<file path="src/design/arcl_pkg.sv">
// ----------------------------------------------------------------------------
// Arc length integrator package
// Shared widths, codes and the lane result type of the arc length integrator.
// ----------------------------------------------------------------------------
package arcl_pkg;

    localparam int COMP_W = 32;
    localparam int DIFF_W = 33;
    localparam int SQ_W   = 66;
    localparam int PROD_W = 64;
    localparam int RAD_W  = 72;
    localparam int ROOT_W = 36;
    localparam int DVD_W  = 64;
    localparam int DVS_W  = 50;
    localparam int ACC_W  = 56;
    localparam int LEN_W  = 48;
    localparam int G_W    = 40;
    localparam int IDX_W  = 13;
    localparam int WT_W   = 6;
    localparam int M_W    = 13;
    localparam int DEN_W  = 18;

    localparam logic [IDX_W-1:0] MAX_SAMPLES = 13'd4096;
    localparam logic [IDX_W-1:0] IDX_MAX     = 13'd8191;

    localparam logic [2:0] METH_CHORD = 3'd0;
    localparam logic [2:0] METH_TRAP  = 3'd1;
    localparam logic [2:0] METH_CORR  = 3'd2;
    localparam logic [2:0] METH_S13   = 3'd3;
    localparam logic [2:0] METH_S38   = 3'd4;
    localparam logic [2:0] METH_BOOLE = 3'd5;

    localparam logic [1:0] ST_OK         = 2'd0;
    localparam logic [1:0] ST_ZERO_SPEED = 2'd1;
    localparam logic [1:0] ST_FEW        = 2'd2;
    localparam logic [1:0] ST_SAT        = 2'd3;

    localparam logic REG_METHOD = 1'b0;
    localparam logic REG_COUNT  = 1'b1;

    typedef logic signed [COMP_W-1:0] comp_t;
    typedef logic signed [DIFF_W-1:0] diff_t;

    typedef struct packed {
        logic [SQ_W-1:0]          sq;
        logic signed [PROD_W-1:0] prod;
    } lane_out_t;

endpackage

</file>
<file path="src/design/arcl_lane.sv">
// ----------------------------------------------------------------------------
// Arc length lane
// Squares one vector component and forms its velocity times acceleration term.
// ----------------------------------------------------------------------------
module arcl_lane
(
    input  logic                clk,
    input  logic                en,
    input  arcl_pkg::diff_t     c,
    input  arcl_pkg::comp_t     v,
    input  arcl_pkg::comp_t     a,
    output arcl_pkg::lane_out_t res
);
    import arcl_pkg::*;

    logic [DIFF_W-1:0] mag;
    lane_out_t         res_reg;

    assign mag = c[DIFF_W-1] ? DIFF_W'(-c) : DIFF_W'(c);

    always_ff @(posedge clk)
    begin
        if (en)
        begin
            res_reg.sq   <= mag * mag;
            res_reg.prod <= v * a;
        end
    end

    assign res = res_reg;

endmodule

</file>
<file path="config.mk">
export PLATFORM = sky130hd
export DESIGN_NAME = arcl_lane
export DESIGN_NICKNAME = d
export VERILOG_FILES = /design/src/design/arcl_pkg.sv /design/src/design/arcl_lane.sv
export SDC_FILE = /design/constraint.sdc
export NUM_CORES = 2
export LEC_CHECK = 0
export BUFFER_PORTS_ARGS = -buffer_cell sky130_fd_sc_hd__buf_2
export CORE_MARGIN = 1.5
export CORE_UTILIZATION = 54
export CTS_CLUSTER_SIZE = 24
export DETAILED_ROUTE_END_ITERATION = 10
export PLACE_DENSITY = 0.76
export SYNTH_ARGS = -nofsm -noshare
export SYNTH_HDL_FRONTEND = slang
export SYNTH_SLANG_ARGS = --single-unit
</file>
<file path="constraint.sdc">
create_clock -name clk -period 15.3 [get_ports clk]
set_clock_uncertainty 0.15 [all_clocks]
set_input_delay 1.53 -clock clk [delete_from_list [all_inputs] [get_ports clk]]
set_output_delay 1.53 -clock clk [all_outputs]
set_load 0.005 [all_outputs]
</file>
# After elaboration in Yosys (flattened, before gate mapping)
# Cells that the tools add are included.
# word_totals
regBits	130
inputBits	99
out_inout_bits	130
word_cells	6
# classes
addsub	1
mul	2
mux	1
# ops
op	n
33-bit by 33-bit multiplier with 66-bit output	1
32-bit by 32-bit multiplier with 64-bit output	1
33-bit 2-to-1 mux	1
33-bit negation	1

# Logic depth before layout (Yosys ltp)
# logic_depth
word_depth	3
ltp_mapped	39
ltp_nobuf	36

# Worst setup path before layout
# OpenSTA, ideal clock, no wires.
# synth_timing
kind	input -> register
start	input port c[0]
end	register res_reg (netlist bit res[112]), data pin
setup_time_ns	0.260
arrival_time_ns	10.703
path_slack_ns	4.187
stages	37
cell_sequence	clkinv_1 clkbuf_1 ha_1 nand2b_1 or3_4 nand2b_4 or3_1 or3_4 and2_1 xnor2_1 clkbuf_1 nor2_1 fa_1 inv_1 fa_1 inv_1 fa_1 inv_1 fa_1 inv_1 fa_1 fa_1 fa_1 inv_1 fa_1 inv_1 ha_1 clkbuf_1 a21o_1 o21bai_1 a2111oi_0 o22ai_1 or2_2 a31oi_1 o31ai_1 a21oi_1 xnor2_1
# synth_between
elab_chain_cells	3
# synth_rtl
item	line	source
from (decl)	arcl_lane.sv:9	input arcl_pkg::diff_t c,
33-bit negation	arcl_lane.sv:19	assign mag = c[DIFF_W-1] ? DIFF_W'(-c) : DIFF_W'(c);
33-bit 2-to-1 mux (*)	arcl_lane.sv:19	
33-bit by 33-bit multiplier with 66-bit output (*)	arcl_lane.sv:25	res_reg.sq <= mag * mag;
to (decl)	arcl_lane.sv:17	lane_out_t res_reg;
# Every way passes the cells marked *; elsewhere a longest branch is shown, timed or not.
# A chain may end at the register's enable or synchronous reset.

# Final worst setup path
# layout_timing
start	input port c[3]
end	register res_reg (netlist bit res[127]), data pin
# Same word-level chain as after synthesis.

==> results_dict.tcl <==
set metrics [dict create \
    finalSetupViolations 0 \
    layout_common_cells "inv_1, fa_1, nand2_1, ha_1, nor2_1" \
    fmax_ghz 0.0798 \
    io_pins 229 \
    postCtsSetupBuffers 0 \
    io_buffers 227 \
    status "finished, final reports clean" \
    cts_resized 0 \
    clock_sinks 129 \
    worstMarginPinSlew_ps 1410 \
    slew-limit-headroom_pct 5.33 \
    syn_inst 7605 \
    critPathLaunchType "input pin" \
    hold_violations 0 \
    gp_congestion 0.977 \
    die_x_um 365 \
    fin_crit_sh_pct 81.9 \
    cts_tree "built" \
    arrival_ps 12640 \
    ctsHoldBuffers 0 \
    synth_area_um2 70800 \
    slowest_stage "inv_1" \
    postSynth.asyncResetShare_pct 0 \
    end_kind "register" \
    setup_tns_ps 0 \
    rsz0062_at_grt "no" \
    synth.distinct_cells 71 \
    num_vias 51800 \
    dpl.hpwl_mm 160 \
    largest_reg_flops 129 \
    routedWlPerCell_um 21.5 \
    num_rows 132 \
    core_area_um2 130000 \
    maxCapViolCount 0 \
    grt_overflow 0 \
    synth_edf_count 129 \
    start_util_pct 54.5 \
    ys_seq_area_share_pct 5.47 \
    final_common_cell "inv_1" \
    die_area_um2 133000 \
    crit_type "in2reg" \
    required_ps 15420 \
    ys_ff_latch 129 \
    clk_pin_slew_ps 80 \
    path_max_fanout 21 \
    avgSynthCellArea_um2 9.31 \
    drc 0 \
    cpMostUsedCell "fa_1" \
    ant_nets 0 \
    grt_pass1_vias 57900 \
    grtUsageTotal_pct 32.1 \
    grt_pass1_wl_mm 322 \
    yosys_warnings 0 \
    syn_to_final_growth_pct 4.92 \
    drive_above_1_share_pct 4.89 \
    root_buffer "clkbuf_16" \
    drt_iter0_drc 4073 \
    layout.cells.non_filler 9392 \
    die_y_um 365 \
    fin_crit_ps 12520 \
    vias_per_cell 5.52 \
    fin_nets 10100 \
    grt_max_degree 74 \
    numCtsBuffers 17 \
    crit_path_max_incr_delay_ps 780 \
    h-tree-depth 4 \
    utilization_pct 57.2 \
    wl_mm 202 \
    slew_violations 0 \
    antenna_found_initial 10 \
    clockBufferDepth 2 \
    drtPass1Iterations 6 \
    placedCellCount 9354 \
    ys.flop_type "edfxtp_1" \
    hp-class "in2reg" \
]
-- per-layer routing --
metal | track usage, % | share of wire [%] | vias to the layer above | wire (um)
li1 | - | - | 21700 | -
met1 | 42.1 | 38 | 26700 | 77300
met3 | 7.80 | 10 | 575 | 21200
met2 | 51.1 | 46 | 2764 | 93500
met5 | 0 | 0 | - | 0
met4 | 13.4 | 4.9 | 0 | 9800
-- worst paths after layout --
check | start | to | slack (ps) | cells after the start
worst max-delay path | c[3] | res[127] | 2780 | 34
worst min-delay path | c[1] | res[66] | 1270 | 2
-- cell type report --
class | instances | area (um2)
fillers | 11300 | 55600
clock inverters | 15 | 164
inverters | 2255 | 8460
well taps | 1742 | 2180
flip-flops and latches | 129 | 3870
repair buffers | 302 | 1700
multi-input cells | 4926 | 57400
clock buffers | 17 | 425
diodes | 6 | 15.0
-- kinds of logic (layout without fill, tap and decap cells) --
logic type,Yosys count,in the layout,share of synthesized area [%]
xor+xnor,172,172,2.13
fa+ha+maj,2391,2391,62.9
compound gates,441,441,3.96
other cells,2,32,0.0106
flops,129,129,5.47
buf+inv,2574,2589,13.7
mux,4,4,0.0601
simple gates,1892,1892,11.8
-- critical path, delay by kind of cell --
| family | cells | cell delay [ps] |
|---|---|---|
| buffers and inverters | 8 | 1420 |
| AOI/OAI and AO/OA | 7 | 2190 |
| adders and majority gates | 9 | 4460 |
| xor gates and xnor gates | 2 | 210 |
| and+or+nand+nor | 8 | 2820 |
-- cells in the mapped netlist (8+ instances only) --
library cell	count	share of area (%)
and2_1	263	2.3
o21ai_0	84	0.59
nand2_1	1106	5.9
a21oi_1	135	0.95
fa_1	1944	55
nor2b_1	20	0.18
o21a_1	19	0.20
nand3_1	27	0.19
a211oi_1	13	0.14
nor2_1	314	1.7
nand2b_1	44	0.39
inv_1	2241	12
ha_1	447	7.9
o31ai_1	15	0.16
a31oi_1	23	0.20
nand4_1	26	0.23
a21o_1	60	0.64
nor4_1	8	0.071
xor2_1	63	0.78
nor3_1	25	0.18
clkbuf_1	305	1.6
xnor2_1	109	1.3
and3_1	14	0.12
edfxtp_1	129	5.5
or3_1	9	0.080
o211ai_1	17	0.18
o21bai_1	22	0.23
clkinv_1	9	0.048
-- through the flow --
| stage | cell area (um2) | worst slack [ps] | hold slack [ps] |
|---|---|---|---|
| after detailed placement | 73600 | 2460 | 1770 |
| after global placement | 73600 | 2250 | 1770 |
| final | 74300 | 2780 | 1270 |
| after floorplan | 70900 | 4190 | 1480 |
| after global routing | 74200 | 2410 | 1250 |
| after CTS | 74200 | 3030 | 1200 |
Power is left out: the tool's default activity adds up to more than one toggle a clock period on the data nets, which glitch-free logic cannot reach.
