`config.mk`:
```
export PLATFORM = sky130hd
export DESIGN_NAME = arcl_sqrt
export DESIGN_NICKNAME = d
export VERILOG_FILES = /design/src/design/arcl_pkg.sv /design/src/design/arcl_sqrt.sv
export SDC_FILE = /design/constraint.sdc
export NUM_CORES = 1
export LEC_CHECK = 0
export ABC_AREA = 1
export BUFFER_PORTS_ARGS = -buffer_cell sky130_fd_sc_hd__buf_2
export CORE_ASPECT_RATIO = 0.6
export CORE_MARGIN = 3
export CORE_UTILIZATION = 50
export CTS_CLUSTER_SIZE = 20
export DETAILED_ROUTE_END_ITERATION = 7
export GPL_TIMING_DRIVEN = 1
export PLACE_DENSITY = 0.7
export RECOVER_POWER = 100
export SKIP_LAST_GASP = 1
export SYNTH_ARGS = -nofsm -noshare
export SYNTH_HDL_FRONTEND = slang
export SYNTH_SLANG_ARGS = --single-unit
export TNS_END_PERCENT = 20
```
`constraint.sdc`:
```
create_clock -name clk -period 2.76 [get_ports clk]
set_input_delay 0.552 -clock clk [delete_from_list [all_inputs] [get_ports clk]]
set_output_delay 0.552 -clock clk [all_outputs]
set_load 0.005 [all_outputs]
```
`src/design/arcl_pkg.sv`:
```
// ----------------------------------------------------------------------------
// Arc length integrator package
// Shared widths, codes and the lane result type of the arc length integrator.
// ----------------------------------------------------------------------------
package arcl_pkg;

    localparam int COMP_W = 32;
    localparam int DIFF_W = 33;
    localparam int SQ_W   = 66;
    localparam int PROD_W = 64;
    localparam int RAD_W  = 72;
    localparam int ROOT_W = 36;
    localparam int DVD_W  = 64;
    localparam int DVS_W  = 50;
    localparam int ACC_W  = 56;
    localparam int LEN_W  = 48;
    localparam int G_W    = 40;
    localparam int IDX_W  = 13;
    localparam int WT_W   = 6;
    localparam int M_W    = 13;
    localparam int DEN_W  = 18;

    localparam logic [IDX_W-1:0] MAX_SAMPLES = 13'd4096;
    localparam logic [IDX_W-1:0] IDX_MAX     = 13'd8191;

    localparam logic [2:0] METH_CHORD = 3'd0;
    localparam logic [2:0] METH_TRAP  = 3'd1;
    localparam logic [2:0] METH_CORR  = 3'd2;
    localparam logic [2:0] METH_S13   = 3'd3;
    localparam logic [2:0] METH_S38   = 3'd4;
    localparam logic [2:0] METH_BOOLE = 3'd5;

    localparam logic [1:0] ST_OK         = 2'd0;
    localparam logic [1:0] ST_ZERO_SPEED = 2'd1;
    localparam logic [1:0] ST_FEW        = 2'd2;
    localparam logic [1:0] ST_SAT        = 2'd3;

    localparam logic REG_METHOD = 1'b0;
    localparam logic REG_COUNT  = 1'b1;

    typedef logic signed [COMP_W-1:0] comp_t;
    typedef logic signed [DIFF_W-1:0] diff_t;

    typedef struct packed {
        logic [SQ_W-1:0]          sq;
        logic signed [PROD_W-1:0] prod;
    } lane_out_t;

endpackage

```
`src/design/arcl_sqrt.sv`:
```
// ----------------------------------------------------------------------------
// Arc length square root
// Floor square root, one result bit per cycle.
// ----------------------------------------------------------------------------
module arcl_sqrt
(
    input  logic                        clk,
    input  logic                        rst_n,
    input  logic                        start,
    input  logic [arcl_pkg::RAD_W-1:0]  rad,
    output logic                        busy,
    output logic [arcl_pkg::ROOT_W-1:0] root
);
    import arcl_pkg::*;

    localparam int CNT_W = $clog2(ROOT_W + 1);

    logic [RAD_W-1:0]  rad_reg;
    logic [ROOT_W+1:0] rem_reg;
    logic [ROOT_W-1:0] root_reg;
    logic [CNT_W-1:0]  cnt_reg;
    logic              busy_reg;
    logic [ROOT_W+1:0] rem_sh;
    logic [ROOT_W+1:0] trial;
    logic              ge;

    assign rem_sh = {rem_reg[ROOT_W-1:0], rad_reg[RAD_W-1 -: 2]};
    assign trial  = {root_reg, 2'b01};
    assign ge     = rem_sh >= trial;

    always_ff @(posedge clk or negedge rst_n)
    begin
        if (!rst_n)
        begin
            busy_reg <= 1'b0;
            cnt_reg  <= '0;
            rad_reg  <= '0;
            rem_reg  <= '0;
            root_reg <= '0;
        end
        else if (start)
        begin
            busy_reg <= 1'b1;
            cnt_reg  <= CNT_W'(ROOT_W);
            rad_reg  <= rad;
            rem_reg  <= '0;
            root_reg <= '0;
        end
        else if (busy_reg)
        begin
            rad_reg  <= {rad_reg[RAD_W-3:0], 2'b00};
            rem_reg  <= ge ? rem_sh - trial : rem_sh;
            root_reg <= {root_reg[ROOT_W-2:0], ge};
            cnt_reg  <= cnt_reg - 1'b1;
            if (cnt_reg == CNT_W'(1))
            begin
                busy_reg <= 1'b0;
            end
        end
    end

    assign busy = busy_reg;
    assign root = root_reg;

endmodule

```
# Word level (Yosys, flattened, before mapping)
# Index checks and enable logic that the tools add are counted.
[op_classes]
add_sub_neg = 2
order_cmp = 1
n_eq_ne = 1
muxes = 12
reduce_logical = 1
[op_table]
columns = ["operator", "count"]
rows = [
  ["$mux W36", 5],
  ["$mux W72", 2],
  ["$ge A38 B38 Y1", 1],
  ["$sub A36 B36 Y36", 1],
  ["$mux W6", 2],
  ["$eq A6 B1 Y1 const B", 1],
  ["$sub A6 B1 Y6 const B", 1],
  ["$mux W1", 3],
  ["$reduce_bool A2 Y1", 1],
]
[word_totals]
register_bits = 151
inputBits = 75
out_inout_bits = 37
wordCells = 22

# Logic depth before layout (Yosys ltp)
# Gate-level depths: netlist of the first run.
[logic_depth]
depth_word = 4
depth_mapped = 17
ltp_nobuf = 17

# Least setup slack after synthesis of the first run
# Ideal clock, no wire load.
[synth_path]
path_kind = "reg2reg"
from = "reg root_reg[7] (netlist: root[7])"
to = "reg rem_reg[10]"
setup_time_ps = 117
arrival_ps = 1891
t_required_ps = 2643
slack_ps = 752
stages_incl_launch_ff = 17
n_path_buf = 2
period_less_slack_ps = 2008
cell_sequence = "dfrtp_1 > inv_1 > ha_1 > nand2_1 > inv_1 > nand2_1 > nand2_1 > a21oi_1 > nand2_2 > nand2_2 > nand2_2 > nand2_2 > buf_6 > buf_6 > nand3b_1 > nand3_1 > nand2_1"
[synth_between]
elab_chain_len = 4
word_cells_on_any_way = 5
classes_between = "add/sub: 1; order compare: 1; mux: 3"
[synth_lines]
columns = ["element", "line_no", "text"]
rows = [
  ["start: declaration", "arcl_sqrt.sv:20", "logic [ROOT_W-1:0] root_reg;"],
  ["start signal: assignment", "arcl_sqrt.sv:53", "root_reg <= {root_reg[ROOT_W-2:0], ge};"],
  ["$sub A36 B36 Y36 or $ge A38 B38 Y1 (tied branches)", "arcl_sqrt.sv:52, arcl_sqrt.sv:29", ""],
  ["$mux W36 (*)", "arcl_sqrt.sv:52", "rem_reg <= ge ? rem_sh - trial : rem_sh;"],
  ["$mux W36 (*)", "arcl_sqrt.sv:49", "else if (busy_reg)"],
  ["$mux W36 (*)", "arcl_sqrt.sv:41", "else if (start)"],
  ["end signal: assignment", "arcl_sqrt.sv:52", ""],
  ["end: declaration", "arcl_sqrt.sv:19", "logic [ROOT_W+1:0] rem_reg;"],
]
# Every way passes the cells marked *; elsewhere a longest branch is shown, timed or not. The select of a mux whose other input is x is not followed.
# A chain may end at the register's enable or synchronous reset.

# Worst setup path in the final report of the first run
[layout_path]
from = "reg rem_reg[23]"
to = "reg rem_reg[1]"
[layout_between]
elab_chain_len = 4
[layout_lines]
columns = ["element", "line_no", "text"]
rows = [
  ["$ge A38 B38 Y1", "arcl_sqrt.sv:29", "assign ge = rem_sh >= trial;"],
  ["$mux W36", "arcl_sqrt.sv:52", ""],
  ["$mux W36", "arcl_sqrt.sv:49", ""],
  ["$mux W36", "arcl_sqrt.sv:41", ""],
]
# Every way passes these cells. The select of a mux whose other input is x is not followed.

==> out/qor.txt, run 1 <==
Area Growth Syn to Fin: 13.1%
top cells by area, synth: dfrtp_1, nand2_1, inv_1
Logic pwr share: 57.2%
crit path max-delay cell type: dfrtp_1
clock group share of total power: 18.7%
worst-margin pin slew: 1980 ps
Setup Buffers After CTS: 0
H-tree depth: 4
status: finished, violations left
wire per inst: 15.0 microns
reg2reg end: rem_reg[1]
Int Pwr: 0.00601 W
WHS Endpoint: rad_reg[1]
clock skew: 13.2 ps
Worst Setup SP: rem_reg[23]
vias in the first global route: 8124
share of layout cells above drive strength 1: 10.1%
Synth Area per Inst: 7.02 sq um
CP Data Arrival Time: 2840 ps
flops & latches, synth: 151
Netlist cell types: 35
GPL Wtd Cong: 0.974
Worst-Skew Late Latency: 440 ps
initial core utilization: 52.3%
grt ovf: 0
Chip Width: 186 microns
complex-gate fraction of the synthesized area: 13.7%
Met2 Wirelength: 9600 microns
antenna violations before repair: 0
most frequent CP cell: nand2_1
core area: 18500 sq um
cts repair resizes: 0
Post-Synthesis Cells: 1381
P per Cell Area: 1060 nW/um^2
first-iteration detailed-routing DRC count: 777
Top Layer Used: met4
Post-Syn Area: 9700 sq um
P_sw: 0.00561 W
crit start category: flop
worst vdd ir: 571 uV
setup slack on the worst flop-to-flop path: 240 ps
unrepaired setup endpoints after global routing: no
DRT Pass-1 Iters: 5
R2R cell count: 14
fin nets: 1588
Simple-Gate Fraction of Synth Area: 28.2%
ys async rst share: 100%
Yosys Warn Count: 0
cts-stage hold buffer count: 0
Synth Net Count: 1496
register area share after synthesis: 39.0%
Critical Path Max Stage Delay: 430 ps
slew margin rel.: -31.8%
Clk pin slew, worst setup/hold paths: 60 ps
crit end category: flop
critical path type: reg -> reg
post-synthesis xor/xnor area fraction: 1.63%
Post-synth EDFFs: 0
Adder-Cell Fraction of Synth Area: 5.16%
period utilisation layout: 91.3%
dpl hpwl: 19200 microns
metal3 WL: 2180 microns
FMAX: 397 MHz
ant diodes: 0
clock net sink count: 151
cell taking the most area after synthesis: dfrtp_1
worst hold path depth: 3
hold_sp: rad[1]
leading cell type by number of instances after synthesis: nand2_1
main combinational cell family by area after synthesis: simple AND/OR/NAND/NOR gates
CTS root buf: clkbuf_16
Via Count: 8933
Lkg Pwr: 6.00 nW
Final Setup Violations: 0
Die Span Y: 114 microns
CTS Buf Count: 17
Worst Hold Class: in -> reg
total negative slack: 0 ps
Cell Chain, Critical Path: ha_1, nand2_2, inv_1, nand2_1, nand2_1, nand2_1, nand2_1, a21oi_1, nand2_2, nand2_2, buf_6, nand3_1, nand3_1, nand2_1
IO Port Bufs: 111
area share of the largest cell type after synthesis: 39.0%
max reg flops: 72
all-layer global routing usage: 25.3%
CTS max path bufs: 2
Final Max Slew Viols: 44
Routed Antenna Nets: 0
Top FF cell, synth: dfrtp_1
Max-cap violations: 1
Remaining DRCs: 0
wire length on met1: 13900 microns
critical-path maximum fanout: 28
Final Hold Vio Count: 0
mux contribution to synthesized area: 0%
largest net degree at the start of global routing: 76
Net Sw Frac: 48.3%
Ports: 112
die area: 21200 sq um
sequential power share: 24.1%
Top Family by Delay on Critical Path: simple AND/OR/NAND/NOR gates
WP buf/inv: 2
vias per std cell: 5.18
failing checks: capacitance limit, slew limit
top cells by count, synth: nand2_1, inv_1, dfrtp_1
Final Power: 0.0116 W
CTS tree: yes
Worst Path Required: 3080 ps
first-pass GRT wire length: 42100 microns
final WL: 25900 microns
reg2reg start: rem_reg[23]
Min Clock Period, post-route: 2520 ps
Rows: 38
[layer usage]
metal	GRT usage [%]	vias to the layer above
met4	5.70	0
met5	0	-
met1	41.9	4085
li1	-	4548
met3	6.18	18
met2	32.4	282
[area by class of cell]
class | instances | area (sq um)
clock buffers | 19 | 443
clock inverters | 13 | 100
fillers | 1802 | 7570
inverters | 245 | 922
multi-input cells | 930 | 4720
flip-flops and latches | 151 | 3780
well taps | 240 | 300
repair buffers | 128 | 709
[layout by cell type, fill, tap and decap left out, drive strengths merged, types with 2 or more instances in the layout]
master	Yosys	routed
nand2	491	491
inv	243	246
dfrtp	151	151
buf	19	96
o21ai	81	81
o211ai	69	69
nor2	65	65
nand3	51	51
clkbuf	36	50
ha	40	40
nand3b	37	37
o22ai	37	37
a21oi	24	24
xnor2	13	13
clkinv	2	8
nand4	5	5
xor2	5	5
clkinvlp	0	4
a21boi	2	2
o21bai	2	2
a31oi	2	2
and2	2	2
[worst max-delay path by stage]
stage	slack, ps	cells past startpoint	to
after floorplan	750	16	rem_reg[10]
after detailed placement	270	14	rem_reg[18]
after global routing	50	14	rem_reg[27]
final	240	14	rem_reg[1]
after CTS	230	14	rem_reg[7]
after global placement	260	14	rem_reg[18]
[worst reg2reg max path: stages, from the launching register on]
cell	delay (ps)
dfrtp_1	430
ha_1	390
nand2_2	160
inv_1	50
nand2_1	60
nand2_1	130
nand2_1	100
nand2_1	50
a21oi_1	200
nand2_2	100
nand2_2	110
buf_6	290
nand3_1	130
nand3_1	140
nand2_1	70
[power groups by stage]
stage                     Combinational [W]  Sequential (W)  Clock [W]
after CTS                           0.00652         0.00279    0.00222
after detailed placement            0.00647         0.00282          0
after floorplan                     0.00492         0.00275          0
final                               0.00664         0.00280    0.00217
after global placement              0.00645         0.00282          0
after global routing                0.00748         0.00284    0.00233
[metrics by stage]
| stage | utilization (%) | hold WS [ps] | worst slack [ps] | instance area (sq um) | std cells |
|---|---|---|---|---|---|
| after CTS | 59.6 | 37.4 | 228 | 11000 | 1726 |
| after global routing | 59.2 | 335 | 47.1 | 11000 | 1726 |
| final | 59.2 | 331 | 241 | 11000 | 1726 |
| after detailed placement | 56.6 | 478 | 266 | 10500 | 1694 |
| after global placement | 56.6 | 479 | 257 | 10500 | 1694 |
| after floorplan | - | 256 | 752 | 9700 | 1381 |
[logic make-up (layout without fill, tap and decap cells)]
family                     count (synthesis)  after routing
AOI/OAI and AO/OA                        218            218
xor gates and xnor gates                  18             18
adders and majority gates                 40             40
buffers and inverters                    300            405
DFF                                      151            151
and+or+nand+nor                          654            654
No activity file was read; power rests on OpenSTA's default activity.
==> run 2, diff against run 1 <==
--- a/config.mk
+++ b/config.mk
@@ -9,11 +9,11 @@
 export BUFFER_PORTS_ARGS = -buffer_cell sky130_fd_sc_hd__buf_2
 export CORE_ASPECT_RATIO = 0.6
 export CORE_MARGIN = 3
-export CORE_UTILIZATION = 50
+export CORE_UTILIZATION = 54
 export CTS_CLUSTER_SIZE = 20
 export DETAILED_ROUTE_END_ITERATION = 7
 export GPL_TIMING_DRIVEN = 1
-export PLACE_DENSITY = 0.7
+export PLACE_DENSITY = 0.75
 export RECOVER_POWER = 100
 export SKIP_LAST_GASP = 1
 export SYNTH_ARGS = -nofsm -noshare
==> out/qor.txt, run 2 (synthesis gave the netlist of run 1 again) <==
Final Setup Violations: 0 (unchanged)
Ports: 112 (unchanged)
commonest non-fill, non-tap cell in the layout: nand2_1 (unchanged)
CTS Buf Count: 17 (unchanged)
crit path max-delay cell type: inv_1 (was dfrtp_1)
initial core utilization: 55.9% (was 52.3%)
final core utilization: 63.3% (was 59.2%)
crit end category: flop (unchanged)
Rows: 37 (was 38)
critical-path maximum fanout: 57 (was 28)
wire per inst: 15.2 microns (was 15.0 microns)
share of layout cells above drive strength 1: 10.4% (was 10.1%)
Worst Hold Class: in -> reg (unchanged)
slew margin rel.: -35.9% (was -31.8%)
period utilisation layout: 91.2% (was 91.3%)
core area: 17400 sq um (was 18500 sq um)
Setup Buffers After CTS: 0 (unchanged)
vias in the first global route: 8225 (was 8124)
Die Span Y: 110 microns (was 114 microns)
first-iteration detailed-routing DRC count: 873 (was 777)
status: finished, violations left (unchanged)
Final Hold Vio Count: 0 (unchanged)
CTS root buf: clkbuf_16 (unchanged)
IO Port Bufs: 111 (unchanged)
vias per std cell: 5.28 (was 5.18)
Lkg Pwr: 6.03 nW (was 6.00 nW)
first-pass GRT wire length: 41900 microns (was 42100 microns)
Clk pin slew, worst setup/hold paths: 60 ps (about the same)
Via Count: 9109 (was 8933)
total negative slack: 0 ps (unchanged)
ant diodes: 0 (unchanged)
die area: 19700 sq um (was 21200 sq um)
CP Data Arrival Time: 2780 ps (was 2840 ps)
CTS max path bufs: 2 (unchanged)
cts-stage hold buffer count: 0 (unchanged)
GPL Wtd Cong: 0.996 (was 0.974)
Final Max Slew Viols: 92 (was 44)
worst-margin pin slew: 2040 ps (was 1980 ps)
Remaining DRCs: 0 (unchanged)
max reg flops: 72 (unchanged)
most frequent cells in the layout: nand2_1, inv_1, dfrtp_1 (unchanged)
clock net sink count: 151 (unchanged)
Area Growth Syn to Fin: 13.3% (was 13.1%)
Routed Antenna Nets: 0 (unchanged)
Max-cap violations: 2 (was 1)
FMAX: 397 MHz (about the same)
Min Clock Period, post-route: 2520 ps (about the same)
number of fill cells: 1635 (was 1802)
clock skew: 8.59 ps (was 13.2 ps)
grt ovf: 0 (unchanged)
worst vdd ir: 547 uV (was 571 uV)
largest net degree at the start of global routing: 63 (was 76)
critical path type: in -> reg (was reg -> reg)
final WL: 26200 microns (was 25900 microns)
Chip Width: 179 microns (was 186 microns)
DRT Pass-1 Iters: 5 (unchanged)
failing checks: capacitance limit, slew limit (unchanged)
cts repair resizes: 0 (unchanged)
crit start category: input port (was flop)
all-layer global routing usage: 27.3% (was 25.3%)
H-tree depth: 4 (unchanged)
dpl hpwl: 19300 microns (was 19200 microns)
Worst-Skew Late Latency: 430 ps (was 440 ps)
antenna violations before repair: 0 (unchanged)
Worst Path Required: 3020 ps (was 3080 ps)
CTS tree: yes (unchanged)
fin nets: 1593 (was 1588)
Final Power: 0.0117 W (was 0.0116 W)
P per Cell Area: 1070 nW/um^2 (was 1060 nW/um^2)
Cell Chain, Critical Path: clkbuf_1, inv_1, clkbuf_2, nand2_1, o211ai_1, o21ai_0 (was ha_1, nand2_2, inv_1, nand2_1, nand2_1, nand2_1, nand2_1, a21oi_1, nand2_2, nand2_2, buf_6, nand3_1, nand3_1, nand2_1)
Critical Path Max Stage Delay: 1210 ps (was 430 ps)
unrepaired setup endpoints after global routing: no (unchanged)
## run 2: metal layers
metal	global-route usage, %	share of wire (%)	vias to the layer above
met5	0	0	-
met4	4.89	0.77	0
met3	6.35	9.6	16
met2	36.1	38	316
met1	44.5	52	4206
li1	-	-	4571
## run 2: final cells by class
cell class / instances / area (sq um) / area share, %
Clock buffer: 18 / 429 / 3.90
Clock inverter: 14 / 134 / 1.22
Inverter: 245 / 922 / 8.39
Multi-Input combinational cell: 930 / 4720 / 42.9
Sequential cell: 151 / 3780 / 34.4
Tap cell: 234 / 293 / 2.66
Timing Repair Buffer: 133 / 718 / 6.53
## run 2: report_power, final
group	total (W)	switching, W	internal (W)
logic	0.00669	0.00443	0.00226
registers	0.00279	0.000224	0.00257
clock network	0.00225	0.00106	0.00119
total	0.0117	0.00571	0.00602
## run 2: worst paths after layout
kind                              from           to  slack (ps)  depth (start not counted)
min in group asynchronous        rst_n     root[18]         700                          1
hold / removal                  rad[1]   rad_reg[1]         350                          3
hold reg to reg            rem_reg[34]  rem_reg[34]         490                          2
max in group asynchronous        rst_n  rad_reg[38]         480                          2
setup reg to reg               root[5]  rem_reg[18]         240                         15
setup / recovery                 start  rad_reg[40]         240                          6
## run 2: critical path: cells and delay by family
| kind | cells | cell delay (ps) |
|---|---|---|
| buffers and inverters | 3 | 1870 |
| and+or+nand+nor | 1 | 80 |
| AOI/OAI and AO/OA | 2 | 230 |
## run 2: stage by stage
| stage | hold WS [ps] | std cells | cell area (sq um) | setup slack, ps |
|---|---|---|---|---|
| floorplan | 256 | 1381 | 9700 | 752 |
| global placement | 472 | 1693 | 10500 | 345 |
| detailed placement | 471 | 1693 | 10500 | 332 |
| CTS | 12.9 | 1725 | 11100 | 298 |
| global route | 354 | 1725 | 11000 | 39.7 |
| finish | 352 | 1725 | 11000 | 243 |
