<file path="src/design/arcl_pkg.sv">
// ----------------------------------------------------------------------------
// Arc length integrator package
// Shared widths, codes and the lane result type of the arc length integrator.
// ----------------------------------------------------------------------------
package arcl_pkg;

    localparam int COMP_W = 32;
    localparam int DIFF_W = 33;
    localparam int SQ_W   = 66;
    localparam int PROD_W = 64;
    localparam int RAD_W  = 72;
    localparam int ROOT_W = 36;
    localparam int DVD_W  = 64;
    localparam int DVS_W  = 50;
    localparam int ACC_W  = 56;
    localparam int LEN_W  = 48;
    localparam int G_W    = 40;
    localparam int IDX_W  = 13;
    localparam int WT_W   = 6;
    localparam int M_W    = 13;
    localparam int DEN_W  = 18;

    localparam logic [IDX_W-1:0] MAX_SAMPLES = 13'd4096;
    localparam logic [IDX_W-1:0] IDX_MAX     = 13'd8191;

    localparam logic [2:0] METH_CHORD = 3'd0;
    localparam logic [2:0] METH_TRAP  = 3'd1;
    localparam logic [2:0] METH_CORR  = 3'd2;
    localparam logic [2:0] METH_S13   = 3'd3;
    localparam logic [2:0] METH_S38   = 3'd4;
    localparam logic [2:0] METH_BOOLE = 3'd5;

    localparam logic [1:0] ST_OK         = 2'd0;
    localparam logic [1:0] ST_ZERO_SPEED = 2'd1;
    localparam logic [1:0] ST_FEW        = 2'd2;
    localparam logic [1:0] ST_SAT        = 2'd3;

    localparam logic REG_METHOD = 1'b0;
    localparam logic REG_COUNT  = 1'b1;

    typedef logic signed [COMP_W-1:0] comp_t;
    typedef logic signed [DIFF_W-1:0] diff_t;

    typedef struct packed {
        logic [SQ_W-1:0]          sq;
        logic signed [PROD_W-1:0] prod;
    } lane_out_t;

endpackage

</file>
<file path="src/design/arcl_div.sv">
// ----------------------------------------------------------------------------
// Arc length divider
// Restoring unsigned divider, one quotient bit per cycle.
// ----------------------------------------------------------------------------
module arcl_div
(
    input  logic                       clk,
    input  logic                       rst_n,
    input  logic                       start,
    input  logic [arcl_pkg::DVD_W-1:0] dvd,
    input  logic [arcl_pkg::DVS_W-1:0] dvs,
    output logic                       busy,
    output logic [arcl_pkg::DVD_W-1:0] quo
);
    import arcl_pkg::*;

    localparam int CNT_W = $clog2(DVD_W + 1);

    logic [DVD_W-1:0] quo_reg;
    logic [DVS_W-1:0] rem_reg;
    logic [DVS_W-1:0] dvs_reg;
    logic [CNT_W-1:0] cnt_reg;
    logic             busy_reg;
    logic [DVS_W:0]   trial;
    logic [DVS_W:0]   diff;
    logic             ge;

    assign trial = {rem_reg, quo_reg[DVD_W-1]};
    assign diff  = trial - {1'b0, dvs_reg};
    assign ge    = trial >= {1'b0, dvs_reg};

    always_ff @(posedge clk or negedge rst_n)
    begin
        if (!rst_n)
        begin
            busy_reg <= 1'b0;
            cnt_reg  <= '0;
            quo_reg  <= '0;
            rem_reg  <= '0;
            dvs_reg  <= '0;
        end
        else if (start)
        begin
            busy_reg <= 1'b1;
            cnt_reg  <= CNT_W'(DVD_W);
            quo_reg  <= dvd;
            rem_reg  <= '0;
            dvs_reg  <= dvs;
        end
        else if (busy_reg)
        begin
            rem_reg <= ge ? diff[DVS_W-1:0] : trial[DVS_W-1:0];
            quo_reg <= {quo_reg[DVD_W-2:0], ge};
            cnt_reg <= cnt_reg - 1'b1;
            if (cnt_reg == CNT_W'(1))
            begin
                busy_reg <= 1'b0;
            end
        end
    end

    assign busy = busy_reg;
    assign quo  = quo_reg;

endmodule

</file>
<file path="config.mk">
export PLATFORM = sky130hd
export DESIGN_NAME = arcl_div
export DESIGN_NICKNAME = d
export VERILOG_FILES = /design/src/design/arcl_pkg.sv /design/src/design/arcl_div.sv
export SDC_FILE = /design/constraint.sdc
export NUM_CORES = 1
export LEC_CHECK = 0
export BUFFER_PORTS_ARGS = -buffer_cell sky130_fd_sc_hd__buf_2
export CAP_MARGIN = 5
export CORE_UTILIZATION = 35
export DETAILED_ROUTE_END_ITERATION = 8
export PLACE_DENSITY = 0.64
export SLEW_MARGIN = 20
export SYNTH_ARGS = -nofsm -noshare
export SYNTH_HDL_FRONTEND = slang
export SYNTH_SLANG_ARGS = --single-unit
</file>
<file path="constraint.sdc">
create_clock -name clk -period 5.8 [get_ports clk]
set_input_delay 0.87 -clock clk [delete_from_list [all_inputs] [get_ports clk]]
set_output_delay 0.87 -clock clk [all_outputs]
set_load 0.01 [all_outputs]
</file>
**Word level (Yosys, flattened, before mapping)**

Cells that the tools add are included.

- Add/subtract/negate cells: 2
- $lt $le $gt $ge: 1
- Equal/unequal tests: 1
- Mux-type cells: 10
- Reductions and logical operators: 1

Operators with widths:

| kind | number |
|---|---|
| 50-bit two-way mux | 3 |
| 64-bit two-way mux | 2 |
| 51-bit by 50-bit greater-or-equal comparator with 1-bit output | 1 |
| 50-bit subtractor | 1 |
| 7-bit two-way mux | 2 |
| 7-bit by 1-bit == test with 1-bit output, second input constant | 1 |
| 7-bit by 1-bit subtractor with 7-bit output, second input constant | 1 |
| 1-bit two-way mux | 3 |
| 2-bit nonzero test | 1 |

- Register bits: 172
- Word-level logic and storage cells: 20

**Logic depth before layout (Yosys ltp)**

Gate-level depths: netlist of run 1.

- Depth after elaboration: 4
- Mapped depth: 13

**Worst setup path after synthesis of run 1**

Ideal clock, no wire load.

- Kind: reg2reg
- From: register rem_reg[7]
- To: register rem_reg[5]
- Setup time: 0.099 ns
- Arrival: 3.026 ns
- Data required time: 5.701 ns
- Path slack: 2.674 ns
- Stages on the path, launching flop included: 11
- Buffers on the path: 0
- Clock period less this slack: 3.126 ns
- Cells stage by stage: dfrtp_1 ha_1 nand4_1 or3_1 a21o_1 a211o_1 a2111oi_4 o211a_4 nor2_2 or3_1 a311oi_1

- Longest elaborated chain between the ends: 4

Ends and longest elaborated chain:

| item | RTL line | source |
|---|---|---|
| start, declared | arcl_div.sv:20 | `logic [DVS_W-1:0] rem_reg;` |
| start signal, assigned | arcl_div.sv:52 | `rem_reg <= ge ? diff[DVS_W-1:0] : trial[DVS_W-1:0];` |
| 51-bit by 50-bit greater-or-equal comparator with 1-bit output | arcl_div.sv:30 | `assign ge = trial >= {1'b0, dvs_reg};` |
| 50-bit two-way mux | arcl_div.sv:52 |  |
| 50-bit two-way mux | arcl_div.sv:50 | `else if (busy_reg)` |
| 50-bit two-way mux | arcl_div.sv:42 | `else if (start)` |

No other way between the ends. The select of a mux whose other input is x is not followed.
A chain may end at the register's enable or synchronous reset.

**Worst setup path after layout of run 1**

- From: register rem_reg[13]
- To: register rem_reg[20]

- Longest elaborated chain between the ends: 4

Ends and longest elaborated chain:

| item | RTL line |
|---|---|
| 50-bit subtractor or 51-bit by 50-bit greater-or-equal comparator with 1-bit output (tied branches) | arcl_div.sv:29, arcl_div.sv:30 |
| 50-bit two-way mux (*) | arcl_div.sv:52 |
| 50-bit two-way mux (*) | arcl_div.sv:50 |
| 50-bit two-way mux (*) | arcl_div.sv:42 |

Every way passes the cells marked *; elsewhere a longest branch is shown, timed or not. The select of a mux whose other input is x is not followed.

==> out/metrics.yaml, run 1 <==
power:
  internal-power_uw: 2950
  p_comb_share_pct: 44.7
  power_frac_clock_pct: 23.6
  power.density_cell_area_nw_per_um2: 399
  power.net_switching_uw: 2040
  power.ir.vdd_worst_uv: 208
  switching_share_pct: 40.8
  seq_power_share_pct: 31.7
  power.leakage_uw: 0.00643
worst_setup_path:
  worst_r2r_startpoint: "rem_reg[13]"
  critical_path_peak_fanout: 17
  cp.arrival_ps: 4370
  crit_cells: 12
  critical_path.startpoint: "rem_reg[13]"
  critical-path-top-cell-by-count: "sky130_fd_sc_hd__buf_4"
  end_kind: "register"
  regToRegEndpoint: "rem_reg[20]"
  cp_data_required_time_ps: 6140
  critPathTopFamily: "compound AO/OA/AOI/OAI gates"
  critical_path.n_buffers_inverters: 2
  setup_slack_of_the_worst_register_to_register_path_ps: 1770
  r2r.worst_path.cells: 12
  timing.critical_path.slowest_cell_delay_ps: 580
  setup.worst_path.end: "rem_reg[20]"
  critical-path-slowest-cell: "sky130_fd_sc_hd__nor2_2"
  timing_worst_setup_path_type: "reg2reg"
  cp-start-kind: "register"
  timing.critical_path.cells: "ha_1 -> a21oi_1 -> o21ai_0 -> nor2b_1 -> a211oi_1 -> a2111oi_4 -> o211a_4 -> nor2_2 -> buf_4 -> buf_4 -> nand2_1 -> a311oi_1"
yosys:
  top_cells_by_instance_count_after_synthesis: "sky130_fd_sc_hd__nand2_1, sky130_fd_sc_hd__dfrtp_1, sky130_fd_sc_hd__o21ai_0"
  ys_seq_elements: 172
  top_area_cells_in_the_synthesized_netlist: "sky130_fd_sc_hd__dfrtp_1, sky130_fd_sc_hd__nand2_1, sky130_fd_sc_hd__o21ai_0"
  yosys.area.top_type_share_pct: 40.2
  synth-seq-area-share_pct: 40.2
  synth_flop_cell: "sky130_fd_sc_hd__dfrtp_1"
  synth.most_common_cell: "sky130_fd_sc_hd__nand2_1"
  synth_edf_count: 0
  ys_types: 70
  async_reset_ff_share_pct: 100
  avgSynthCellArea_um2: 8.46
  synth_area_leader_cell: "sky130_fd_sc_hd__dfrtp_1"
  syn-num-nets: 1435
  mappedNetlistArea_um2: 10700
  postSynthCellCount: 1265
  synth.yosys.warnings: 0
clocking:
  root_buffer_master: "sky130_fd_sc_hd__clkbuf_16"
  insertion_delay_ps: 450
  worst_path_clk_slew_ps: 70
  cts-resized-gates: 0
  numClockSinks: 172
  htreeDepth: 4
  cts.hold.buffers_added: 0
  cts_buffer_depth: 2
  cts_tree: "done"
  number_of_buffers_added_by_the_clock_tree_synthesis_step: 17
  post-cts-setup-buffer-count: 0
floorplan:
  core_um2: 29900
  fp-row-count: 63
  start_util_pct: 35.8
  floorplan.die_area_um2: 31300
  fp.dieH_um: 177
  ioPinCount: 182
  die_width_um: 177
sta:
  finalCriticalPeriod_ps: 4030
  tightest_slew_ps: 928
  final-setup-viol-count: 0
  final_min_period_over_clock_period_pct: 69.5
  timing.setup.tns_ps: 0
  hold_viol_final: 0
  maxSlewViolCount: 0
  worst_slew_margin_rel_pct: 38.1
  rsz0062_at_grt: "false"
  max_freq_mhz: 248
  clock_skew_after_layout_ps: 16.2
outcome:
  outcome: "finished clean"
cells_and_area:
  fin_area_um2: 12500
  synthToLayoutAreaGrowth_pct: 16.7
  regArea_um2: 4310
  antenna_cells: 0
  final_nets: 1564
  fillers: 3004
  ratio_of_cells_with_drive_above_1_in_the_final_layout_pct: 16.6
  area_of_the_multi_input_gates_um2: 5810
  largest_reg_flops: 64
global_routing:
  first_global_vias: 9118
  grtUsageMet3_pct: 4.23
  global_route.usage.total_pct: 18.6
  grt_antenna_before_repair: 0
  grt_use_met1_pct: 25.5
  top_usage_layer: "met2"
  pin_count_of_the_biggest_net_entering_global_routing: 127
  grt_overflow: 0
  grt_pass1_wl_um: 46700
  grtUsageMet2_pct: 28.9
drt:
  drt-initial-drc-count: 617
  route.final.wire_length_um: 28100
  drt_pre_antenna_iters: 5
  num_vias: 9481
  postRouteAntennaNets: 0
  drt_drc_violations_left: 0
  drt-wirelength-per-cell_um: 15.6
  routed_via_density: 5.28
placement:
  place.port_buffers: 181
  placedInstanceArea_um2: 11900
  detailedPlacementHpwl_um: 20000
  gp_congestion: 0.902
min_path:
  min_path_type: "in2async"
run:
  max_cap_viol_count: 0
[power by group through the flow]
stage               combinational [µW]  clock (µW)  sequential [µW]
floorplan                         1660           0             1570
global placement                  2190           0             1590
detailed placement                2210           0             1600
CTS                               2230        1220             1580
global route                      2500        1270             1610
finish                            2230        1180             1580
[area by class of cell]
type                    count  share of cell area [%]
inverters                  72                    2.17
well taps                 390                    3.91
clock inverters            13                    1.30
flip-flops and latches    172                    34.5
multi-input cells         943                    46.6
repair buffers            188                    7.98
clock buffers              19                    3.55
[worst min path at each step]
stage,startpoint,to,slack (ps),cells after the start
floorplan,cnt_reg[6],cnt_reg[6],480,2
global placement,cnt_reg[6],cnt_reg[6],500,2
detailed placement,cnt_reg[6],cnt_reg[6],500,2
CTS,rst_n,dvs_reg[2],500,1
global route,rst_n,dvs_reg[1],530,1
finish,rst_n,dvs_reg[2],470,1
[cell families (layout without fill, tap and decap cells)]
kind of cell / after synthesis / count (layout) / synth area share (%)
simple gates: 407 / 407 / 16.6
compound gates: 379 / 379 / 22.2
flops: 172 / 172 / 40.2
buf+inv: 150 / 292 / 5.44
mux: 67 / 67 / 6.28
fa+ha+maj: 53 / 53 / 6.27
xor+xnor: 37 / 37 / 3.03
[through the flow]
step	std cells	hold slack, ps	power (µW)	setup slack [ps]	utilization (%)
2_1_floorplan	1265	475	3230	2670	-
3_3_place_gp	1765	498	3790	1950	39.7
3_5_place_dp	1765	496	3810	1820	39.7
4_1_cts	1797	501	5020	1790	41.8
5_1_grt	1797	532	5380	1420	41.8
6_report	1797	473	4980	1770	41.8
[placed cells by master (no fill, tap or decap), types with 4 or more instances in the layout]
cell type and count:
sky130_fd_sc_hd__ha_1 52, sky130_fd_sc_hd__or3_1 9, sky130_fd_sc_hd__clkinv_4 4, sky130_fd_sc_hd__buf_4 5
sky130_fd_sc_hd__nand4_1 21, sky130_fd_sc_hd__a211o_1 4, sky130_fd_sc_hd__and3_1 7, sky130_fd_sc_hd__a311oi_1 32
sky130_fd_sc_hd__o21bai_1 10, sky130_fd_sc_hd__xnor2_1 19, sky130_fd_sc_hd__nand2_1 226, sky130_fd_sc_hd__a21boi_0 4
sky130_fd_sc_hd__a31oi_1 4, sky130_fd_sc_hd__dfrtp_1 171, sky130_fd_sc_hd__o21ai_0 153, sky130_fd_sc_hd__nor2b_1 6
sky130_fd_sc_hd__clkbuf_16 17, sky130_fd_sc_hd__nor2_1 77, sky130_fd_sc_hd__a211oi_1 5, sky130_fd_sc_hd__mux2i_1 66
sky130_fd_sc_hd__a21oi_1 79, sky130_fd_sc_hd__xor2_1 18, sky130_fd_sc_hd__buf_2 179, sky130_fd_sc_hd__o21a_1 5
sky130_fd_sc_hd__o211ai_1 12, sky130_fd_sc_hd__o21ai_1 4, sky130_fd_sc_hd__inv_1 72, sky130_fd_sc_hd__a21o_1 31
sky130_fd_sc_hd__nor3_1 15, sky130_fd_sc_hd__nand3_1 23
[layer usage]
metal | wire [µm] | vias to the layer above
met3 | 1400 | 33
li1 | - | 4705
met1 | 13300 | 4517
met4 | 498 | 0
met2 | 12900 | 226
met5 | 0 | -
No activity file was read; power rests on OpenSTA's default activity.
==> inputs of run 2 (changes only) <==
==> constraint.sdc (replaced) <==
create_clock -name clk -period 3.9 [get_ports clk]
set_input_delay 0.585 -clock clk [delete_from_list [all_inputs] [get_ports clk]]
set_output_delay 0.585 -clock clk [all_outputs]
set_load 0.01 [all_outputs]
==> run 2 against run 1 <==
Effect of this change: core utilization is 0.29 points higher; critical path depth is 2 lower; sequential power is 48% higher; final area is 0.70% higher; highest routed layer unchanged; largest cell class unchanged.
==> out/metrics.yaml, run 2 (same netlist as run 1, synthesis figures left out) <==
outcome:
  outcome: "finished clean"
global_routing:
  first_global_vias: 9111
  global_route.usage.total_pct: 18.3
  grt_pass1_wl_um: 46200
  pin_count_of_the_biggest_net_entering_global_routing: 128
  grt_overflow: 0
  grt_antenna_before_repair: 0
sta:
  tightest_slew_ps: 973
  final-setup-viol-count: 0
  clock_skew_after_layout_ps: 16.7
  maxSlewViolCount: 0
  final_min_period_over_clock_period_pct: 91.9
  timing.setup.tns_ps: 0
  worst_slew_margin_rel_pct: 35.1
  hold_slack_ps: 114
  hold_viol_final: 0
  rsz0062_at_grt: "false"
  finalCriticalPeriod_ps: 3580
  max_freq_mhz: 279
drt:
  drt-initial-drc-count: 595
  drt-wirelength-per-cell_um: 15.5
  drt_pre_antenna_iters: 5
  route.final.wire_length_um: 28000
  num_vias: 9437
  postRouteAntennaNets: 0
  drt_drc_violations_left: 0
  routed_via_density: 5.23
cells_and_area:
  antenna_cells: 0
  ratio_of_cells_with_drive_above_1_in_the_final_layout_pct: 17.1
  regArea_um2: 4310
  area_of_the_multi_input_gates_um2: 5810
  most-common-layout-cells: "sky130_fd_sc_hd__nand2_1, sky130_fd_sc_hd__buf_2, sky130_fd_sc_hd__dfrtp_1"
  synthToLayoutAreaGrowth_pct: 17.5
  fillers: 2973
  largest_reg_flops: 64
  layout.cells.most_common: "sky130_fd_sc_hd__nand2_1"
  final_nets: 1574
worst_setup_path:
  timing.critical_path.cells: "ha_1 -> a21oi_1 -> o21ai_0 -> a21oi_1 -> o21ai_0 -> a21oi_1 -> nand2_2 -> buf_12 -> or3_1 -> o211ai_1"
  critical_path.n_buffers_inverters: 1
  cp_data_required_time_ps: 4260
  critical_path_peak_fanout: 20
  end_kind: "register"
  critical-path-top-cell-by-count: "sky130_fd_sc_hd__a21oi_1"
  critical-path-slowest-cell: "sky130_fd_sc_hd__a21oi_1"
  cp.arrival_ps: 3940
  cp-start-kind: "register"
  worst_r2r_startpoint: "rem_reg[41]"
  timing.critical_path.slowest_cell_delay_ps: 700
  regToRegEndpoint: "rem_reg[32]"
  r2r.worst_path.cells: 10
  critPathTopFamily: "compound AO/OA/AOI/OAI gates"
  setup_slack_of_the_worst_register_to_register_path_ps: 320
  timing_worst_setup_path_type: "reg2reg"
placement:
  place.port_buffers: 181
  gp_congestion: 0.914
  detailedPlacementHpwl_um: 20100
clocking:
  numClockSinks: 172
  cts_tree: "done"
  cts.hold.buffers_added: 0
  cts_buffer_depth: 2
  insertion_delay_ps: 440
  htreeDepth: 4
  number_of_buffers_added_by_the_clock_tree_synthesis_step: 17
  cts-resized-gates: 0
  worst_path_clk_slew_ps: 70
  root_buffer_master: "sky130_fd_sc_hd__clkbuf_16"
  post-cts-setup-buffer-count: 0
power:
  power.ir.vdd_worst_uv: 399
  power.density_cell_area_nw_per_um2: 597
  power.leakage_uw: 0.00648
floorplan:
  start_util_pct: 35.8
  fp-row-count: 63
  core_um2: 29900
  floorplan.die_area_um2: 31300
  fp.dieH_um: 177
  ioPinCount: 182
  die_width_um: 177
run:
  max_cap_viol_count: 0
min_path:
  min_path_type: "in2async"
run 2: power by group:
group	switching [µW]	total, µW	internal, µW
combinational	2050	3440	1400
sequential	241	2340	2100
clock	749	1720	967
run 2: how the worst max path moves through the flow:
stage / startpoint / slack (ps) / endpoint / depth (start not counted)
6_report: rem_reg[41] / 320 / rem_reg[32] / 10
5_1_grt: rem_reg[41] / 50 / rem_reg[38] / 10
4_1_cts: rem_reg[7] / 320 / rem_reg[37] / 11
3_5_place_dp: rem_reg[7] / 330 / rem_reg[37] / 11
3_3_place_gp: rem_reg[6] / 440 / rem_reg[37] / 11
2_1_floorplan: rem_reg[7] / 770 / rem_reg[5] / 10
run 2: area by class of cell:
| cell class | count | share of cell area (%) |
|---|---|---|
| Clock inverter | 11 | 1.07 |
| Inverter | 72 | 2.15 |
| Timing Repair Buffer | 198 | 8.82 |
| Multi-Input combinational cell | 943 | 46.2 |
| Clock buffer | 20 | 3.55 |
| Sequential cell | 172 | 34.3 |
| Tap cell | 390 | 3.88 |
run 2: per-layer routing:
metal  vias to the layer above  routed length, µm  track usage, %
met5                         -                  0               0
met4                         0                563            5.89
met3                        37               1340            3.93
met2                       226              12600            28.3
met1                      4446              13400            25.2
li1                       4728                  -               -
run 2: through the flow:
step           instances  power, µW  cell area [µm²]  setup WS [ps]  utilization, %
6_report            1806       7500            12600            316            42.1
5_1_grt             1806       8060            12600           50.4            42.1
4_1_cts             1806       7530            12600            316            42.1
3_5_place_dp        1775       5770            12000            335            40.1
3_3_place_gp        1775       5720            12000            445            40.1
2_1_floorplan       1265       4810            10700            774               -
==> inputs of run 3 (changes only) <==
--- a/config.mk
+++ b/config.mk
@@ -5,6 +5,7 @@
 export SDC_FILE = /design/constraint.sdc
 export NUM_CORES = 1
 export LEC_CHECK = 0
+export ABC_AREA = 1
 export BUFFER_PORTS_ARGS = -buffer_cell sky130_fd_sc_hd__buf_2
 export CAP_MARGIN = 5
 export CORE_UTILIZATION = 35
==> run 3 against run 2 <==
Effect of this change: clock skew increased by 1.3 ps; clock power up 5%; routed wire length up 27%; sequential cell count did not move; combinational power is 39% lower; sequential power fell by 7%; critical path depth rose by 4; clock-buffer cell count decreased by 3; global-route usage grew 3.3 points; sequential share of layout area is 2.9 points lower; synthesized area up 10%; via count up 20%; highest routed layer is now met5.
==> out/metrics.yaml, run 3 <==
yosys:
  ys_types: 39
  synth_flop_cell: "sky130_fd_sc_hd__dfrtp_1"
  synth_mux_area_share_pct: 0
  top_cells_by_instance_count_after_synthesis: "sky130_fd_sc_hd__nand2_1, sky130_fd_sc_hd__inv_1, sky130_fd_sc_hd__dfrtp_1"
  synth-xor-area-share_pct: 1.71
  async_reset_ff_share_pct: 100
  synth.most_common_cell: "sky130_fd_sc_hd__nand2_1"
  adder_cell_share_of_the_synthesized_area_pct: 5.68
  ys_seq_elements: 172
  synthSimpleGateAreaFrac_pct: 30.8
  synth_compound_gate_area_share_pct: 12.5
  avgSynthCellArea_um2: 6.80
  synth-seq-area-share_pct: 36.5
  postSynthCellCount: 1735
  syn-num-nets: 1905
  top_area_cells_in_the_synthesized_netlist: "sky130_fd_sc_hd__dfrtp_1, sky130_fd_sc_hd__nand2_1, sky130_fd_sc_hd__inv_1"
  synth_edf_count: 0
  yosys.area.top_type_share_pct: 36.5
  synth_top_family_by_area: "simple AND/OR/NAND/NOR gates"
  synth.yosys.warnings: 0
  mappedNetlistArea_um2: 11800
  synth_area_leader_cell: "sky130_fd_sc_hd__dfrtp_1"
run:
  max_cap_viol_count: 0
worst_setup_path:
  cp_data_required_time_ps: 4240
  regToRegEndpoint: "rem_reg[37]"
  timing.critical_path.cells: "ha_1 -> nand2_1 -> inv_2 -> nand2_2 -> inv_1 -> a21oi_2 -> nand3_2 -> nand3b_4 -> buf_4 -> nand3b_1 -> nand2_1 -> inv_1 -> nand2_1 -> nand2_1"
  setup_slack_of_the_worst_register_to_register_path_ps: 1080
  worst_r2r_startpoint: "rem_reg[15]"
  setup.worst_path.end: "rem_reg[37]"
  r2r.worst_path.cells: 14
  timing_worst_setup_path_type: "reg2reg"
  end_kind: "register"
  critical_path.startpoint: "rem_reg[15]"
  critical-path-top-cell-by-count: "sky130_fd_sc_hd__nand2_1"
  cp.arrival_ps: 3160
  timing.critical_path.slowest_cell_delay_ps: 460
  critical_path_peak_fanout: 47
  cp-start-kind: "register"
  critical-path-slowest-cell: "sky130_fd_sc_hd__buf_4"
clocking:
  cts-resized-gates: 0
  root_buffer_master: "sky130_fd_sc_hd__clkbuf_16"
  numClockSinks: 172
  number_of_buffers_added_by_the_clock_tree_synthesis_step: 17
  cts_buffer_depth: 2
  cts.hold.buffers_added: 0
  worst_path_clk_slew_ps: 80
  post-cts-setup-buffer-count: 0
  cts_tree: "done"
  htreeDepth: 4
  insertion_delay_ps: 470
drt:
  route.final.wire_length_um: 35600
  drt_pre_antenna_iters: 5
  num_vias: 11300
  routed_via_density: 4.83
  drt-wirelength-per-cell_um: 15.2
  drt_drc_violations_left: 0
  postRouteAntennaNets: 0
  drt-initial-drc-count: 681
min_path:
  min_path_type: "in2async"
cells_and_area:
  regArea_um2: 4300
  fin_area_um2: 13700
  ratio_of_cells_with_drive_above_1_in_the_final_layout_pct: 13.4
  most-common-layout-cells: "sky130_fd_sc_hd__nand2_1, sky130_fd_sc_hd__inv_1, sky130_fd_sc_hd__buf_2"
  final_nets: 2061
  layout.cells.non_filler: 2347
  fillers: 3565
  area_of_the_multi_input_gates_um2: 5990
  largest_reg_flops: 64
  synthToLayoutAreaGrowth_pct: 16.2
  layout.cells.most_common: "sky130_fd_sc_hd__nand2_1"
floorplan:
  core_um2: 32900
  fp.dieH_um: 186
  die_width_um: 186
  fp-row-count: 66
  ioPinCount: 182
  start_util_pct: 35.9
  floorplan.die_area_um2: 34500
global_routing:
  grt_overflow: 0
  global_route.usage.total_pct: 21.6
  grt_pass1_wl_um: 58100
  pin_count_of_the_biggest_net_entering_global_routing: 110
  first_global_vias: 11300
  grt_antenna_before_repair: 1
placement:
  detailedPlacementHpwl_um: 27400
  numPlacedInstances: 2314
  gp_congestion: 1.01
  preCtsSetupSlack_ps: 1160
  placedInstanceArea_um2: 13100
  place.port_buffers: 181
power:
  internal-power_uw: 3620
  power.leakage_uw: 0.00776
  p_comb_share_pct: 34.5
  power.net_switching_uw: 2460
  seq_power_share_pct: 35.8
  power.ir.vdd_worst_uv: 422
  power_frac_clock_pct: 29.6
  switching_share_pct: 40.4
  power.density_cell_area_nw_per_um2: 443
sta:
  final-setup-viol-count: 0
  hold_viol_final: 0
  post-route-worst-setup-slack_ps: 1080
  tightest_slew_ps: 1020
  max_freq_mhz: 355
  finalCriticalPeriod_ps: 2820
  maxSlewViolCount: 0
  clock_skew_after_layout_ps: 18.0
  rsz0062_at_grt: "false"
  timing.setup.tns_ps: 0
  worst_slew_margin_rel_pct: 32.2
  final_min_period_over_clock_period_pct: 72.3
outcome:
  outcome: "finished clean"
run 3: cell count changes after synthesis, moves of 58 or more:
cell                       change
sky130_fd_sc_hd__nand3_1      +99
sky130_fd_sc_hd__mux2i_1      -66
sky130_fd_sc_hd__o221ai_1     +58
sky130_fd_sc_hd__inv_1       +244
sky130_fd_sc_hd__o21ai_0      -76
sky130_fd_sc_hd__nand2_1     +371
run 3: final cells by class:
class,instances,share of cell area [%]
Timing Repair Buffer,194,7.38
Antenna cell,1,0.0182
Clock buffer,17,3.10
Tap cell,442,4.03
Sequential cell,172,31.4
Clock inverter,15,1.51
Multi-Input combinational cell,1180,43.7
Inverter,326,8.92
run 3: kinds of logic (layout without fill, tap and decap cells):
family	count (synthesis)	in the layout
simple gates	866	866
fa+ha+maj	53	53
buf+inv	383	552
flops	172	172
other cells	0	1
compound gates	238	238
xor+xnor	23	23
run 3: how the worst min path moves through the flow:
stage                          start     endpoint  slack (ps)
after floorplan                rst_n         busy         290
after global placement    cnt_reg[6]   cnt_reg[6]         480
after detailed placement  cnt_reg[6]   cnt_reg[6]         490
after CTS                      rst_n  dvs_reg[10]         250
after global routing           rst_n  dvs_reg[11]         290
final                          rst_n  dvs_reg[11]         200
run 3: power by group through the flow:
stage	Sequential, µW	Combinational, µW	Clock, µW
after floorplan	2230	1400	0
after global placement	2200	2080	0
after detailed placement	2210	2090	0
after CTS	2180	2100	1850
after global routing	2210	2380	1910
final	2180	2100	1800
run 3: per-layer routing:
layer  track usage [%]  vias to the layer above  routed length, µm
met3              4.54                       38               1890
li1                  -                     5798                  -
met2              35.7                      278              16400
met5                 0                        -                 13
met1              28.0                     5226              16600
met4              6.69                        2                696
run 3: critical path, delay by kind of cell, from the launching register on:
kind | cells | cell delay, ps
simple gates | 8 | 960
buf+inv | 4 | 610
flops | 1 | 390
fa+ha+maj | 1 | 380
compound gates | 1 | 280
run 3: stage by stage:
| step | power (µW) | utilization (%) | hold WS [ps] |
|---|---|---|---|
| after floorplan | 3620 | - | 289 |
| after global placement | 4280 | 39.8 | 480 |
| after detailed placement | 4300 | 39.8 | 487 |
| after CTS | 6130 | 41.7 | 247 |
| after global routing | 6510 | 41.7 | 287 |
| final | 6080 | 41.7 | 197 |
